**src/sv/cvss_pkg.sv**
```systemverilog
// ----------------------------------------------------------------------------
// cvss_pkg: shared types and codes for the color vote sort sequencer
// Configuration record, result record, phase encoding and field codes.
// ----------------------------------------------------------------------------
package cvss_pkg;

  localparam int CFG_WIDTH   = 16;
  localparam int INDEX_WIDTH = 2;

  // Configuration register indexes
  localparam logic [INDEX_WIDTH-1:0] REG_TRAVEL_DELAY  = 2'd0;
  localparam logic [INDEX_WIDTH-1:0] REG_SAMPLE_WINDOW = 2'd1;
  localparam logic [INDEX_WIDTH-1:0] REG_PAGE_HOLD     = 2'd2;

  localparam logic [CFG_WIDTH-1:0] TRAVEL_DELAY_RST  = 16'd1000;
  localparam logic [CFG_WIDTH-1:0] SAMPLE_WINDOW_RST = 16'd500;
  localparam logic [CFG_WIDTH-1:0] PAGE_HOLD_RST     = 16'd1000;

  // Color sensor verdicts
  localparam logic [1:0] COLOR_RED   = 2'd1;
  localparam logic [1:0] COLOR_GREEN = 2'd2;

  // Machine modes
  localparam logic [1:0] MODE_ON      = 2'd0;
  localparam logic [1:0] MODE_ERRATIC = 2'd1;

  // Display pages
  localparam logic [1:0] PAGE_IDLE  = 2'd0;
  localparam logic [1:0] PAGE_GREEN = 2'd1;
  localparam logic [1:0] PAGE_RED   = 2'd2;

  typedef enum logic [2:0] {
    PH_IDLE   = 3'b001,
    PH_TRAVEL = 3'b010,
    PH_SAMPLE = 3'b100
  } cvss_phase_t;

  typedef struct packed {
    logic [CFG_WIDTH-1:0] travel_delay_ms;
    logic [CFG_WIDTH-1:0] sample_window_ms;
    logic [CFG_WIDTH-1:0] page_hold_ms;
  } cvss_cfg_t;

  typedef struct packed {
    logic       tower_lamp;
    logic [1:0] page_number;
    logic       page_write;
  } cvss_result_t;

endpackage

```
**src/sv/cvss_cfg.sv**
```systemverilog
// ----------------------------------------------------------------------------
// cvss_cfg: configuration register file
// Holds the three timing registers; writes to unknown indexes are dropped.
// ----------------------------------------------------------------------------
module cvss_cfg
  import cvss_pkg::*;
(
  input  logic                   clk,
  input  logic                   rst_n,
  input  logic                   cfg_valid,
  output logic                   cfg_ready,
  input  logic [INDEX_WIDTH-1:0] cfg_index,
  input  logic [CFG_WIDTH-1:0]   cfg_data,
  output cvss_cfg_t              cfg
);

  cvss_cfg_t cfg_r, cfg_nxt;

  assign cfg_ready = 1'b1;
  assign cfg       = cfg_r;

  always_comb begin
    cfg_nxt = cfg_r;
    if (cfg_valid) begin
      unique case (cfg_index)
        REG_TRAVEL_DELAY:  cfg_nxt.travel_delay_ms  = cfg_data;
        REG_SAMPLE_WINDOW: cfg_nxt.sample_window_ms = cfg_data;
        REG_PAGE_HOLD:     cfg_nxt.page_hold_ms     = cfg_data;
        default:           cfg_nxt = cfg_r;
      endcase
    end
  end

  always_ff @(posedge clk) begin
    if (!rst_n) begin
      cfg_r.travel_delay_ms  <= TRAVEL_DELAY_RST;
      cfg_r.sample_window_ms <= SAMPLE_WINDOW_RST;
      cfg_r.page_hold_ms     <= PAGE_HOLD_RST;
    end else begin
      cfg_r <= cfg_nxt;
    end
  end

endmodule

```
**src/sv/cvss_core.sv**
```systemverilog
// ----------------------------------------------------------------------------
// cvss_core: sequencer state and per-poll step logic
// Detection, travel wait, vote window, page hold and lamp update for one poll.
// ----------------------------------------------------------------------------
module cvss_core
  import cvss_pkg::*;
#(
  parameter int VOTE_WIDTH = 16,
  parameter int TIME_WIDTH = 32
) (
  input  logic                  clk,
  input  logic                  rst_n,
  input  logic                  step,
  input  logic [TIME_WIDTH-1:0] now_ms,
  input  logic                  object_seen,
  input  logic [1:0]            color_class,
  input  logic [1:0]            machine_mode,
  input  cvss_cfg_t             cfg,
  output cvss_result_t          result
);

  cvss_phase_t           phase_r, phase_nxt;
  logic                  page_shown_r, page_shown_nxt;
  logic [TIME_WIDTH-1:0] detect_time_r, detect_time_nxt;
  logic [TIME_WIDTH-1:0] window_time_r, window_time_nxt;
  logic [TIME_WIDTH-1:0] page_time_r, page_time_nxt;
  logic [VOTE_WIDTH-1:0] red_votes_r, red_votes_nxt;
  logic [VOTE_WIDTH-1:0] green_votes_r, green_votes_nxt;
  logic                  lamp_level_r, lamp_level_nxt;

  logic [TIME_WIDTH-1:0] el_detect, el_window, el_page;
  logic [TIME_WIDTH-1:0] travel_lim, window_lim, hold_lim;
  logic                  detect, travel_done, result_set;
  logic                  page_write;
  logic [1:0]            page_number;

  // wrapping differences
  assign el_detect  = now_ms - detect_time_r;
  assign el_window  = now_ms - window_time_r;
  assign el_page    = now_ms - page_time_r;
  assign travel_lim = TIME_WIDTH'(cfg.travel_delay_ms);
  assign window_lim = TIME_WIDTH'(cfg.sample_window_ms);
  assign hold_lim   = TIME_WIDTH'(cfg.page_hold_ms);

  assign detect = object_seen && (phase_r == PH_IDLE) && !page_shown_r;
  // on the detection poll the elapsed time is zero
  assign travel_done = detect ? (cfg.travel_delay_ms == '0) : (el_detect >= travel_lim);

  always_comb begin
    phase_nxt       = phase_r;
    page_shown_nxt  = page_shown_r;
    detect_time_nxt = detect_time_r;
    window_time_nxt = window_time_r;
    page_time_nxt   = page_time_r;
    red_votes_nxt   = red_votes_r;
    green_votes_nxt = green_votes_r;
    lamp_level_nxt  = lamp_level_r;
    page_write      = 1'b0;
    page_number     = PAGE_IDLE;
    result_set      = 1'b0;

    if (detect) begin
      detect_time_nxt = now_ms;
      red_votes_nxt   = '0;
      green_votes_nxt = '0;
      phase_nxt       = PH_TRAVEL;
      if (travel_done) begin
        phase_nxt       = PH_SAMPLE;
        window_time_nxt = now_ms;
      end
    end else begin
      unique case (phase_r)
        PH_TRAVEL: begin
          if (travel_done) begin
            phase_nxt       = PH_SAMPLE;
            window_time_nxt = now_ms;
          end
        end
        PH_SAMPLE: begin
          if (el_window <= window_lim) begin
            if (color_class == COLOR_RED) begin
              if (!(&red_votes_r)) red_votes_nxt = red_votes_r + VOTE_WIDTH'(1);
            end else if (color_class == COLOR_GREEN) begin
              if (!(&green_votes_r)) green_votes_nxt = green_votes_r + VOTE_WIDTH'(1);
            end
          end else begin
            result_set     = 1'b1;
            page_write     = 1'b1;
            page_number    = (red_votes_r > green_votes_r) ? PAGE_RED : PAGE_GREEN;
            page_shown_nxt = 1'b1;
            page_time_nxt  = now_ms;
            phase_nxt      = PH_IDLE;
          end
        end
        default: phase_nxt = PH_IDLE;
      endcase
    end

    // hold expiry; a page set on this poll has zero elapsed time
    if (result_set ? (cfg.page_hold_ms == '0) : (page_shown_r && (el_page >= hold_lim))) begin
      page_write     = 1'b1;
      page_number    = PAGE_IDLE;
      page_shown_nxt = 1'b0;
    end

    if (machine_mode == MODE_ON) begin
      lamp_level_nxt = 1'b0;
    end else if (machine_mode == MODE_ERRATIC) begin
      lamp_level_nxt = 1'b1;
    end
  end

  assign result.page_write  = page_write;
  assign result.page_number = page_number;
  assign result.tower_lamp  = lamp_level_nxt;

  always_ff @(posedge clk) begin
    if (!rst_n) begin
      phase_r       <= PH_IDLE;
      page_shown_r  <= 1'b0;
      detect_time_r <= '0;
      window_time_r <= '0;
      page_time_r   <= '0;
      red_votes_r   <= '0;
      green_votes_r <= '0;
      lamp_level_r  <= 1'b0;
    end else if (step) begin
      phase_r       <= phase_nxt;
      page_shown_r  <= page_shown_nxt;
      detect_time_r <= detect_time_nxt;
      window_time_r <= window_time_nxt;
      page_time_r   <= page_time_nxt;
      red_votes_r   <= red_votes_nxt;
      green_votes_r <= green_votes_nxt;
      lamp_level_r  <= lamp_level_nxt;
    end
  end

endmodule

```
**src/sv/color_vote_sort_sequencer.sv**
```systemverilog
// ----------------------------------------------------------------------------
// color_vote_sort_sequencer: color vote sorting sequencer
// Input register, combinational poll step, output register.
// ----------------------------------------------------------------------------
// Path: an accepted request waits in the input register; its result is registered when the step runs.
// Throughput: one request per cycle while the output is not stalled; the step
// logic between the input and output registers updates all sequencer state.
// Reset (rst_n low, synchronous): sequencer idle, votes and times zero, lamp
// low, timing registers back to 1000 / 500 / 1000 ms, both registers empty.
module color_vote_sort_sequencer
  import cvss_pkg::*;
#(
  parameter int VOTE_WIDTH = 16,
  parameter int TIME_WIDTH = 32
) (
  input  logic                     clk,
  input  logic                     rst_n,
  // in_tdata: now_ms, object_seen, color_class, machine_mode, zero fill
  input  logic                     in_tvalid,
  output logic                     in_tready,
  input  logic [((TIME_WIDTH+12)/8)*8-1:0] in_tdata,
  // out_tdata: page_write, page_number, tower_lamp, zero fill
  output logic                     out_tvalid,
  input  logic                     out_tready,
  output logic [7:0]               out_tdata,
  input  logic                     cfg_valid,
  output logic                     cfg_ready,
  input  logic [INDEX_WIDTH-1:0]   cfg_index,
  input  logic [CFG_WIDTH-1:0]     cfg_data
);

  cvss_cfg_t             cfg;
  cvss_result_t          result;

  logic                  in_valid_r, in_valid_nxt;
  logic [TIME_WIDTH-1:0] now_r;
  logic                  seen_r;
  logic [1:0]            color_r, mode_r;
  logic                  out_valid_r, out_valid_nxt;
  cvss_result_t          out_r;
  logic                  in_take, step;

  cvss_cfg u_cfg (
    .clk       (clk),
    .rst_n     (rst_n),
    .cfg_valid (cfg_valid),
    .cfg_ready (cfg_ready),
    .cfg_index (cfg_index),
    .cfg_data  (cfg_data),
    .cfg       (cfg)
  );

  cvss_core #(
    .VOTE_WIDTH (VOTE_WIDTH),
    .TIME_WIDTH (TIME_WIDTH)
  ) u_core (
    .clk          (clk),
    .rst_n        (rst_n),
    .step         (step),
    .now_ms       (now_r),
    .object_seen  (seen_r),
    .color_class  (color_r),
    .machine_mode (mode_r),
    .cfg          (cfg),
    .result       (result)
  );

  // advance the held request whenever the output register is free or draining
  assign step      = in_valid_r && (!out_valid_r || out_tready);
  assign in_tready = !in_valid_r || step;
  assign in_take   = in_tvalid && in_tready;

  always_comb begin
    in_valid_nxt = in_valid_r;
    if (in_take) begin
      in_valid_nxt = 1'b1;
    end else if (step) begin
      in_valid_nxt = 1'b0;
    end
    out_valid_nxt = out_valid_r;
    if (step) begin
      out_valid_nxt = 1'b1;
    end else if (out_tready) begin
      out_valid_nxt = 1'b0;
    end
  end

  always_ff @(posedge clk) begin
    if (!rst_n) begin
      in_valid_r  <= 1'b0;
      out_valid_r <= 1'b0;
    end else begin
      in_valid_r  <= in_valid_nxt;
      out_valid_r <= out_valid_nxt;
    end
  end

  always_ff @(posedge clk) begin
    if (in_take) begin
      now_r   <= in_tdata[TIME_WIDTH-1:0];
      seen_r  <= in_tdata[TIME_WIDTH];
      color_r <= in_tdata[TIME_WIDTH+2:TIME_WIDTH+1];
      mode_r  <= in_tdata[TIME_WIDTH+4:TIME_WIDTH+3];
    end
    if (step) begin
      out_r <= result;
    end
  end

  assign out_tvalid = out_valid_r;
  assign out_tdata  = {4'b0000, out_r};

endmodule
```
**config.mk**
```make
export PLATFORM = sky130hd
export DESIGN_NAME = color_vote_sort_sequencer
export DESIGN_NICKNAME = d
export VERILOG_FILES = /design/src/sv/cvss_pkg.sv /design/src/sv/cvss_cfg.sv /design/src/sv/cvss_core.sv /design/src/sv/color_vote_sort_sequencer.sv
export SDC_FILE = /design/constraint.sdc
export NUM_CORES = 1
export LEC_CHECK = 0
export ABC_AREA = 0
export BUFFER_PORTS_ARGS = -buffer_cell sky130_fd_sc_hd__buf_2
export CAP_MARGIN = 20
export CORE_AREA = 8 8 242 244
export CTS_BUF_LIST = sky130_fd_sc_hd__clkbuf_8
export CTS_CLUSTER_SIZE = 40
export DETAILED_ROUTE_END_ITERATION = 6
export DIE_AREA = 0 0 250 252
export SYNTH_ARGS = -nofsm -noshare
export SYNTH_HDL_FRONTEND = slang
export SYNTH_SLANG_ARGS = --single-unit
```
**constraint.sdc**
```tcl
create_clock -name clk -period 6.7 [get_ports clk]
set_input_delay 2.01 -clock clk [delete_from_list [all_inputs] [get_ports clk]]
set_output_delay 2.01 -clock clk [all_outputs]
set_load 0.01 [all_outputs]
```
==> results.yml, run 1 <==
drt:
  vias: 14650
  vias_per_cell: 5.194
  antenna_left: 0
  wl_per_cell_um: 16.51
  wl_um: 46560
  drc: 0
  first_pass_iters: 5
  drt_iter0_markers: 1184
cts:
  cts_setup_buffers: 0
  htree_levels: 2
  cts_tree: "yes"
  path_clk_slew_ps: 70
  cts_resized: 0
  cts-buffers-inserted: 44
  clockRootBuffer: "clkbuf_8"
  cts.sinks: 224
  clock_insertion_delay_worst_skew_ps: 640
  holdBufCountCts: 0
  cts_buffer_depth: 3
worst_hold_path:
  worstHoldStart: "u_core.window_time_r[8]$_SDFFE_PN0P_"
  hp-class: "reg -> reg"
  min_path_cells: 2
timing:
  finalCritPeriodShare_pct: 90.00
  worst_pin_slew_ps: 1068
  rsz0062_at_grt: "false"
  whs_ps: 457.6
  setup_tns_ps: 0
  fmax_mhz: 165.8
  fin_ws_ps: 670.2
  setup_viol: 0
  finalClockSkew_ps: 48.58
  drv_slew: 0
  hold_viol_final: 0
  fin_crit_ps: 6030
  relSlewSlack_pct: 28.45
logic_synthesis:
  async_flop_share_pct: 0
  synth_area_um2: 16170
  synthDistinctLibCells: 86
  ys_seq_elements: 224
  synth_edf_count: 41
  synth_top_flop_cell: "dfxtp_1"
  yosysSeqAreaShare_pct: 30.28
  ys_warn_count: 0
  syn_inst: 2034
  avgSynthCellArea_um2: 7.948
global_route:
  grt_pass1_wl_um: 73960
  gr-total-overflow: 0
  grt_usage_pct: 14.33
  grt_pass1_vias: 14290
  grt_max_degree: 96
  grt_antenna_before_repair: 1
floorplanning:
  rows: 86
  die_w_um: 250
  dieArea_um2: 63000
  ios: 74
  coreArea_um2: 54660
  dieHeight_um: 252
  initial_core_util_pct: 29.57
setup_path:
  worst-path-max-fanout: 32
  endpoint_kind: "flip-flop"
  r2r_setup_slack_ps: 670
  startpoint_type: "flip-flop"
  crit_type: "reg -> reg"
  required_ps: 7230
  endpoint: "u_core.window_time_r[31]$_SDFFE_PN0P_"
  rr_startpoint: "now_r[2]$_DFFE_PP_"
  r2r_end: "u_core.window_time_r[31]$_SDFFE_PN0P_"
  worst_ep_arrival_time_ps: 6560
  reg2reg_depth: 24
  cp-startpoint: "now_r[2]$_DFFE_PP_"
finish:
  fin_nets: 2305
  multi_input_area_um2: 10270
  fillers: 5700
  post-route-util_pct: 33.26
  drive_gt1_share_pct: 8.648
  regArea_um2: 4895
  syn_to_final_growth_pct: 12.45
  post-route-cell-area_um2: 18180
placement:
  dpl-instance-area_um2: 17170
  pre_cts_slack_ps: 710.9
  place.gp.congestion: 0.8985
  buffer_ports.inserted: 65
  dpl.hpwl_um: 35560
pwr:
  p_leak_nw: 7.197
  p_per_area_nw_per_um2: 203.5
  ir_drop_uv: 129.8
run_status:
  status: "finished, final reports clean"
flow_run:
  maxCapViolCount: 0
==> synth_stat cells, types with 4 or more instances <==
| cell type | n | area (um2) |
|---|---|---|
| a211oi_1 | 13 | 97.59 |
| a2111oi_0 | 12 | 105.1 |
| o21ai_1 | 11 | 55.05 |
| o22ai_1 | 5 | 31.28 |
| buf_2 | 7 | 35.03 |
| clkbuf_1 | 59 | 221.5 |
| ha_1 | 159 | 1989 |
| a21boi_0 | 67 | 503.0 |
| o2111ai_1 | 6 | 52.55 |
| o221ai_1 | 5 | 43.79 |
| a21o_1 | 36 | 270.3 |
| buf_4 | 8 | 60.06 |
| dfxtp_1 | 183 | 3664 |
| nand4_1 | 30 | 187.7 |
| nor2b_1 | 24 | 150.1 |
| inv_1 | 180 | 675.7 |
| or3_1 | 23 | 143.9 |
| or4_1 | 8 | 60.06 |
| o21ai_0 | 83 | 415.4 |
| a211o_1 | 4 | 35.03 |
| nor2_1 | 89 | 334.1 |
| xnor2_1 | 34 | 297.8 |
| and2_1 | 11 | 68.82 |
| buf_1 | 4 | 15.01 |
| nor3b_1 | 7 | 52.55 |
| xor2_1 | 32 | 280.3 |
| and3_1 | 16 | 100.1 |
| mux2i_1 | 74 | 740.7 |
| nand3_1 | 47 | 235.2 |
| o31ai_1 | 11 | 82.58 |
| o31a_1 | 7 | 61.31 |
| nor3_1 | 32 | 160.2 |
| o21ai_2 | 5 | 43.79 |
| nand2_1 | 366 | 1374 |
| nand2b_1 | 19 | 118.9 |
| o21bai_1 | 8 | 60.06 |
| o211ai_1 | 33 | 247.7 |
| and4_1 | 6 | 52.55 |
| nor4_1 | 15 | 93.84 |
| o21a_1 | 28 | 210.2 |
| a31oi_1 | 20 | 125.1 |
| edfxtp_1 | 41 | 1231 |
| or2_2 | 6 | 37.54 |
| a21oi_1 | 127 | 635.6 |
==> per-layer routing <==
layer | GRT usage (%) | vias up | wire length (um)
met5 | 0 | - | 0
met2 | 24.33 | 428 | 21550
met1 | 18.24 | 6817 | 21170
met3 | 2.109 | 96 | 2333
li1 | - | 7311 | -
met4 | 5.520 | 0 | 1513
==> critical path, cell delays in order, from the launching register on <==
cell and delay (ps):
edfxtp_1 500, ha_1 410, o21a_1 190, o31a_1 130, o41a_1 480, and2_1 210, o21ai_0 140, nand2b_1 100
and2_1 160, o21ai_0 140, nand2b_1 80, xor2_1 140, ha_1 310, a21oi_1 150, a21oi_1 120, a31oi_1 170
o2111ai_1 140, a2111oi_0 450, nand4_1 140, a2111oi_0 410, nand4_1 370, nor2b_1 280, o21ai_4 150, buf_12 260
mux2i_1 220
==> cell usage in the layout, fill, tap and decap left out, types with 15 or more instances in the layout <==
| cell type | count |
|---|---|
| nor2b_1 | 24 |
| ha_1 | 159 |
| nor3_1 | 32 |
| a21oi_1 | 127 |
| xor2_1 | 32 |
| clkbuf_8 | 52 |
| or3_1 | 23 |
| a21boi_0 | 67 |
| mux2i_1 | 74 |
| nand4_1 | 30 |
| nand2b_1 | 19 |
| inv_1 | 186 |
| nor2_1 | 88 |
| nor4_1 | 15 |
| a31oi_1 | 20 |
| nand3_1 | 47 |
| a21o_1 | 36 |
| o21ai_0 | 83 |
| o211ai_1 | 33 |
| edfxtp_1 | 41 |
| nand2_1 | 365 |
| dfxtp_1 | 183 |
| o21a_1 | 28 |
| xnor2_1 | 34 |
| and3_1 | 16 |
| buf_2 | 64 |
==> sequential cells by signal, summed over array words and instances, names as in the netlist, 2 cells and up <==
| name | count |
|---|---|
| u_core.detect_time_r | 32 |
| now_r | 32 |
| mode_r | 2 |
| color_r | 2 |
| out_tdata | 4 |
| u_core.window_time_r | 32 |
| u_core.green_votes_r | 16 |
| u_core.red_votes_r | 16 |
| u_cfg.cfg | 48 |
| u_core.phase_r | 3 |
| u_core.page_time_r | 32 |
==> power by group <==
part           internal [mW]  switching [mW]
clock network          0.915           0.683
registers               1.41          0.0378
logic                  0.254           0.401
total                   2.58            1.12
==> kinds of logic after synthesis <==
group           synth area share, %
compound gates                21.49
simple gates                  20.89
other cells                 0.04646
mux                           4.652
xor+xnor                      3.576
fa+ha+maj                     12.68
flops                         30.28
buf+inv                       6.393
==> worst min-delay path by stage <==
stage / end / slack (ps)
after floorplan: u_core.green_votes_r[7]$_SDFFE_PN0P_ / 430
final: u_core.window_time_r[8]$_SDFFE_PN0P_ / 460
after global routing: u_cfg.cfg[17]$_SDFFE_PN0P_ / 480
after global placement: u_core.green_votes_r[7]$_SDFFE_PN0P_ / 440
after CTS: u_core.page_time_r[13]$_SDFFE_PN0P_ / 460
after detailed placement: u_core.page_time_r[13]$_SDFFE_PN0P_ / 450
==> final cells by class <==
cell class,count,area share [%]
diodes,1,0.01377
clock buffers,52,3.937
clock inverters,30,1.597
inverters,181,3.737
multi-input cells,1552,56.51
flip-flops and latches,224,26.93
well taps,704,4.845
repair buffers,77,2.437
==> metrics by stage <==
stage | std cells | total power, mW
finish | 2821 | 3.700
global route | 2821 | 3.900
CTS | 2820 | 3.756
detailed placement | 2738 | 2.125
global placement | 2738 | 2.110
floorplan | 2037 | 1.940
Note: power is estimated with default switching activity, not from simulation.
==> inputs of run 2 (changes only) <==
- CORE_AREA: 8 8 242 244 -> 8 8 178 180
- DIE_AREA: 0 0 250 252 -> 0 0 186 188
- PLACE_DENSITY: not set -> 0.74
==> run 2 against run 1 <==
Compared with the run above: hold slack lost 0.90 ps; first-iteration DRC count decreased by 25%; clock power fell by 21%; final cell count is 11% lower; critical path type unchanged; critical endpoint is now u_core.window_time_r[0]$_SDFFE_PN0P_; largest cell class unchanged.
==> results.yml, run 2 (synthesis results as in run 1) <==
finish:
  antenna_cells: 0
  mostFrequentLayoutCells: "nand2_1 (365), inv_1 (197), dfxtp_1 (183)"
  mostFrequentLayoutCell: "nand2_1"
  fin_cells: 2497
  fin_nets: 2300
  syn_to_final_growth_pct: 8.692
  largest_reg_flops: 48
  drive_gt1_share_pct: 7.973
cts:
  cts-buffers-inserted: 40
  cts_resized: 0
  cts_buffer_depth: 3
  clockRootBuffer: "clkbuf_8"
  clock_insertion_delay_worst_skew_ps: 570
  cts_tree: "yes"
  holdBufCountCts: 0
  cts.sinks: 224
  cts_setup_buffers: 0
  path_clk_slew_ps: 60
  htree_levels: 2
setup_path:
  crit_type: "reg -> reg"
  worst_ep_arrival_time_ps: 6440
  cp_top_family: "compound AO/OA/AOI/OAI gates"
  critPathBufInv: 1
  worst-path-max-fanout: 32
  critical_path.cell_chain: "ha_1 -> o21a_1 -> o31a_1 -> o41a_1 -> and2_1 -> o21ai_0 -> nand2b_1 -> and2_1 -> o21ai_0 -> nand2b_1 -> xor2_1 -> ha_1 -> a21oi_1 -> a21oi_1 -> a31oi_1 -> o2111ai_1 -> a2111oi_0 -> nand4_1 -> a2111oi_0 -> nand4_1 -> nor2b_1 -> o21ai_4 -> buf_12 -> mux2i_1"
  slowest_stage: "edfxtp_1"
  endpoint_kind: "flip-flop"
  startpoint_type: "flip-flop"
  cpPeakStageDelay_ps: 510
  required_ps: 7170
timing:
  finalClockSkew_ps: 33.14
  hold_viol_final: 0
  fin_crit_ps: 5969
  rsz0062_at_grt: "false"
  fmax_mhz: 167.5
  worst_pin_slew_ps: 974.0
  setup_viol: 0
  relSlewSlack_pct: 35.07
  finalCritPeriodShare_pct: 89.08
  whs_ps: 456.7
  setup_tns_ps: 0
  drv_slew: 0
drt:
  wl_met1_um: 20050
  met2_length_um: 19970
  routed-wl-met3_um: 2756
  drc: 0
  vias: 14610
  antenna_left: 0
  wl_um: 44180
  top_layer_used: "met4"
  drt_iter0_markers: 886
  vias_per_cell: 5.851
  first_pass_iters: 5
  wl_per_cell_um: 17.69
pwr:
  p_per_area_nw_per_um2: 191.9
  ir_drop_uv: 191.4
  p_leak_nw: 7.126
  totalPowerFinal_mw: 3.372
global_route:
  grt_usage_pct: 24.95
  grt_antenna_before_repair: 0
  grt_max_degree: 122
  grt_pass1_wl_um: 70610
  grt_pass1_vias: 14210
  gr-total-overflow: 0
placement:
  buffer_ports.inserted: 65
  dpl.hpwl_um: 33850
  place.gp.congestion: 0.9091
  dp_cells: 2422
run_status:
  status: "finished, final reports clean"
floorplanning:
  rows: 63
  die_w_um: 186
  dieHeight_um: 188
  initial_core_util_pct: 55.73
  dieArea_um2: 34970
  ios: 74
  coreArea_um2: 29010
worst_hold_path:
  hp-class: "reg -> reg"
flow_run:
  maxCapViolCount: 0
==> run 2: area by class of cell <==
type                    count  area, um2
clock inverters            27      153.9
multi-input cells        1552      10270
repair buffers             76      435.4
flip-flops and latches    224       4895
fillers                  2672      11440
well taps                 390      488.0
inverters                 181      679.4
clock buffers              47      646.9
==> run 2: path summary, 6_finish.rpt <==
path / startpoint / to / slack, ps / cells after the start
min reg2reg: u_core.page_time_r[14]$_SDFFE_PN0P_ / u_core.page_time_r[14]$_SDFFE_PN0P_ / 460 / 2
max reg2reg: now_r[2]$_DFFE_PP_ / u_core.window_time_r[0]$_SDFFE_PN0P_ / 730 / 24
max: now_r[2]$_DFFE_PP_ / u_core.window_time_r[0]$_SDFFE_PN0P_ / 730 / 24
min: u_core.page_time_r[14]$_SDFFE_PN0P_ / u_core.page_time_r[14]$_SDFFE_PN0P_ / 460 / 2
==> run 2: worst register-to-register path: cells and delay by family, from the launching register on <==
family / cells / cell delay [ps]
fa+ha+maj: 2 / 720
buf+inv: 1 / 260
mux: 1 / 270
compound gates: 12 / 2650
xor+xnor: 1 / 150
simple gates: 7 / 1330
flops: 1 / 510
==> run 2: per-stage QoR <==
step	instance area, um2	util (%)	setup WS (ps)
detailed placement	16750	57.74	762.8
global placement	16750	57.74	836.3
floorplan	16180	-	1647
global route	17570	60.57	267.1
CTS	17550	60.50	737.9
finish	17570	60.57	731.3
==> run 2: report_power, final <==
group / switching (mW) / internal [mW]
Combinational: 0.404 / 0.254
Sequential: 0.0375 / 1.41
Clock: 0.585 / 0.682
==> run 2: per-layer routing <==
layer  up-vias  track usage, %
li1       7290               -
met1      6845           32.77
met2       377           40.45
met3        99           4.161
met4         0           9.163
met5         -               0
==> inputs of run 3 (changes only) <==
- ABC_AREA: 0 -> not set
- CELL_PAD_IN_SITES_DETAIL_PLACEMENT: not set -> 1
- CELL_PAD_IN_SITES_GLOBAL_PLACEMENT: not set -> 1
- CORE_AREA: 8 8 178 180 -> 8 8 191 193
- DIE_AREA: 0 0 186 188 -> 0 0 199 201
- PLACE_DENSITY: 0.74 -> not set
- PLACE_DENSITY_LB_ADDON: not set -> 0.1
==> run 3 against run 2 <==
Compared with the run above: hold slack better by 2.5 ps; combinational power increased by 2%; via count is 1.7% higher; die area grew 14%; clock-buffer cell count is 3 higher; register-to-register slack worse by 260 ps; critical endpoint is now u_core.window_time_r[2]$_SDFFE_PN0P_; highest routed layer unchanged.
==> results.yml, run 3 (synthesis results as in run 1) <==
timing:
  worst_pin_slew_ps: 1093
  setup_tns_ps: 0
  fin_crit_ps: 6233
  setup_viol: 0
  relSlewSlack_pct: 27.12
  fin_ws_ps: 466.7
  hold_viol_final: 0
  drv_slew: 0
  fmax_mhz: 160.4
  rsz0062_at_grt: "false"
  finalClockSkew_ps: 24.31
  finalCritPeriodShare_pct: 93.03
global_route:
  grt_pass1_vias: 15710
  grt_max_degree: 122
  gr-total-overflow: 0
  grt_antenna_before_repair: 0
  grt_usage_pct: 24.93
  grt_pass1_wl_um: 80590
run_status:
  status: "finished, final reports clean"
finish:
  mostFrequentLayoutCell: "nand2_1"
  mostFrequentLayoutCells: "nand2_1 (365), inv_1 (192), dfxtp_1 (183)"
  drive_gt1_share_pct: 8.459
  antenna_cells: 0
  fin_nets: 2305
  syn_to_final_growth_pct: 10.19
  largest_reg_flops: 48
  fillers: 4095
  fin_cells: 2564
drt:
  drt_iter0_markers: 856
  antenna_left: 0
  wl_um: 50310
  first_pass_iters: 5
  vias_per_cell: 5.796
  vias: 14860
  drc: 0
  wl_per_cell_um: 19.62
floorplanning:
  ios: 74
  die_w_um: 199
  dieHeight_um: 201
  initial_core_util_pct: 48.57
  dieArea_um2: 40000
  coreArea_um2: 33280
  rows: 67
worst_hold_path:
  hp-class: "reg -> reg"
  worstHoldStart: "u_core.page_time_r[1]$_SDFFE_PN0P_"
setup_path:
  required_ps: 7230
  cp_top_family: "compound AO/OA/AOI/OAI gates"
  crit_type: "reg -> reg"
  worst-path-max-fanout: 20
  rr_startpoint: "now_r[2]$_DFFE_PP_"
  critPathBufInv: 1
  startpoint_type: "flip-flop"
  worst_ep_arrival_time_ps: 6760
  cpPeakStageDelay_ps: 510
  critical_path.cell_chain: "ha_1 -> o21a_1 -> o31a_1 -> o41a_1 -> and2_1 -> o21ai_0 -> nand2b_1 -> and2_1 -> o21ai_0 -> nand2b_1 -> xor2_1 -> ha_1 -> a21oi_1 -> a21oi_1 -> a31oi_1 -> o2111ai_1 -> a2111oi_0 -> nand4_1 -> a2111oi_0 -> nand4_1 -> nor2b_1 -> o21ai_4 -> buf_4 -> mux2i_1"
  slowest_stage: "edfxtp_1"
  cp-startpoint: "now_r[2]$_DFFE_PP_"
  endpoint_kind: "flip-flop"
placement:
  pre_cts_slack_ps: 562.7
  buffer_ports.inserted: 65
  dpl.hpwl_um: 38720
  place.gp.congestion: 0.8834
  dp_cells: 2482
cts:
  holdBufCountCts: 0
  cts-buffers-inserted: 44
  clock_insertion_delay_worst_skew_ps: 620
  path_clk_slew_ps: 60
  cts_resized: 0
  cts_setup_buffers: 0
  clockRootBuffer: "clkbuf_8"
  cts_tree: "yes"
  htree_levels: 2
  cts.sinks: 224
  cts_buffer_depth: 3
flow_run:
  maxCapViolCount: 0
pwr:
  p_leak_nw: 7.195
  ir_drop_uv: 171.1
  p_per_area_nw_per_um2: 205.1
run 3: changes by cell type in the layout (fill, tap and decap cells not counted):
cell,previous run,this run
buf_12,2,1
clkbuf_8,47,50
clkinv_8,1,0
inv_8,0,1
buf_6,0,2
inv_1,197,192
bufinv_16,1,5
inv_6,0,1
clkinv_1,2,5
clkinv_2,5,7
run 3: final timing paths:
check,slack [ps],end,depth (start not counted)
setup / recovery,470,u_core.window_time_r[2]$_SDFFE_PN0P_,24
hold / removal,460,u_core.page_time_r[1]$_SDFFE_PN0P_,2
setup reg to reg,470,u_core.window_time_r[2]$_SDFFE_PN0P_,24
hold reg to reg,460,u_core.page_time_r[1]$_SDFFE_PN0P_,2
run 3: worst register-to-register path, stage by stage (launching register included):
cell and delay [ps]:
edfxtp_1 510, ha_1 420, o21a_1 190, o31a_1 130
o41a_1 470, and2_1 210, o21ai_0 140, nand2b_1 90
and2_1 150, o21ai_0 150, nand2b_1 80, xor2_1 140
ha_1 310, a21oi_1 160, a21oi_1 120, a31oi_1 190
o2111ai_1 150, a2111oi_0 460, nand4_1 140, a2111oi_0 430
nand4_1 390, nor2b_1 290, o21ai_4 130, buf_4 400
mux2i_1 280
run 3: cell type report:
| class | count | area, um2 | share of cell area [%] |
|---|---|---|---|
| flip-flops and latches | 224 | 4895 | 27.48 |
| repair buffers | 77 | 437.9 | 2.458 |
| clock buffers | 50 | 688.2 | 3.863 |
| well taps | 448 | 560.5 | 3.147 |
| multi-input cells | 1552 | 10270 | 57.67 |
| inverters | 181 | 679.4 | 3.814 |
| clock inverters | 32 | 280.3 | 1.573 |
run 3: power breakdown:
part / total, mW / internal [mW] / switching, mW
logic: 0.674 / 0.255 / 0.418
registers: 1.45 / 1.41 / 0.0401
clock network: 1.53 / 0.883 / 0.646
total: 3.65 / 2.55 / 1.10
run 3: through the flow:
| stage | hold slack, ps | utilization, % | total power, mW | cell area [um2] |
|---|---|---|---|---|
| floorplan | 434.7 | - | 1.940 | 16180 |
| detailed placement | 453.8 | 50.61 | 2.143 | 16840 |
| finish | 459.2 | 53.52 | 3.653 | 17810 |
| CTS | 462.2 | 53.52 | 3.691 | 17810 |
| global route | 476.3 | 53.52 | 3.826 | 17810 |
| global placement | 444.9 | 50.58 | 2.117 | 16830 |
run 3: per-layer routing:
metal	global-route usage (%)	vias to the layer above	share of wire, %
met5	0	-	0
met4	9.584	0	3.2
met1	31.51	7217	46
met2	42.59	254	48
li1	-	7296	-
met3	2.951	95	3.5
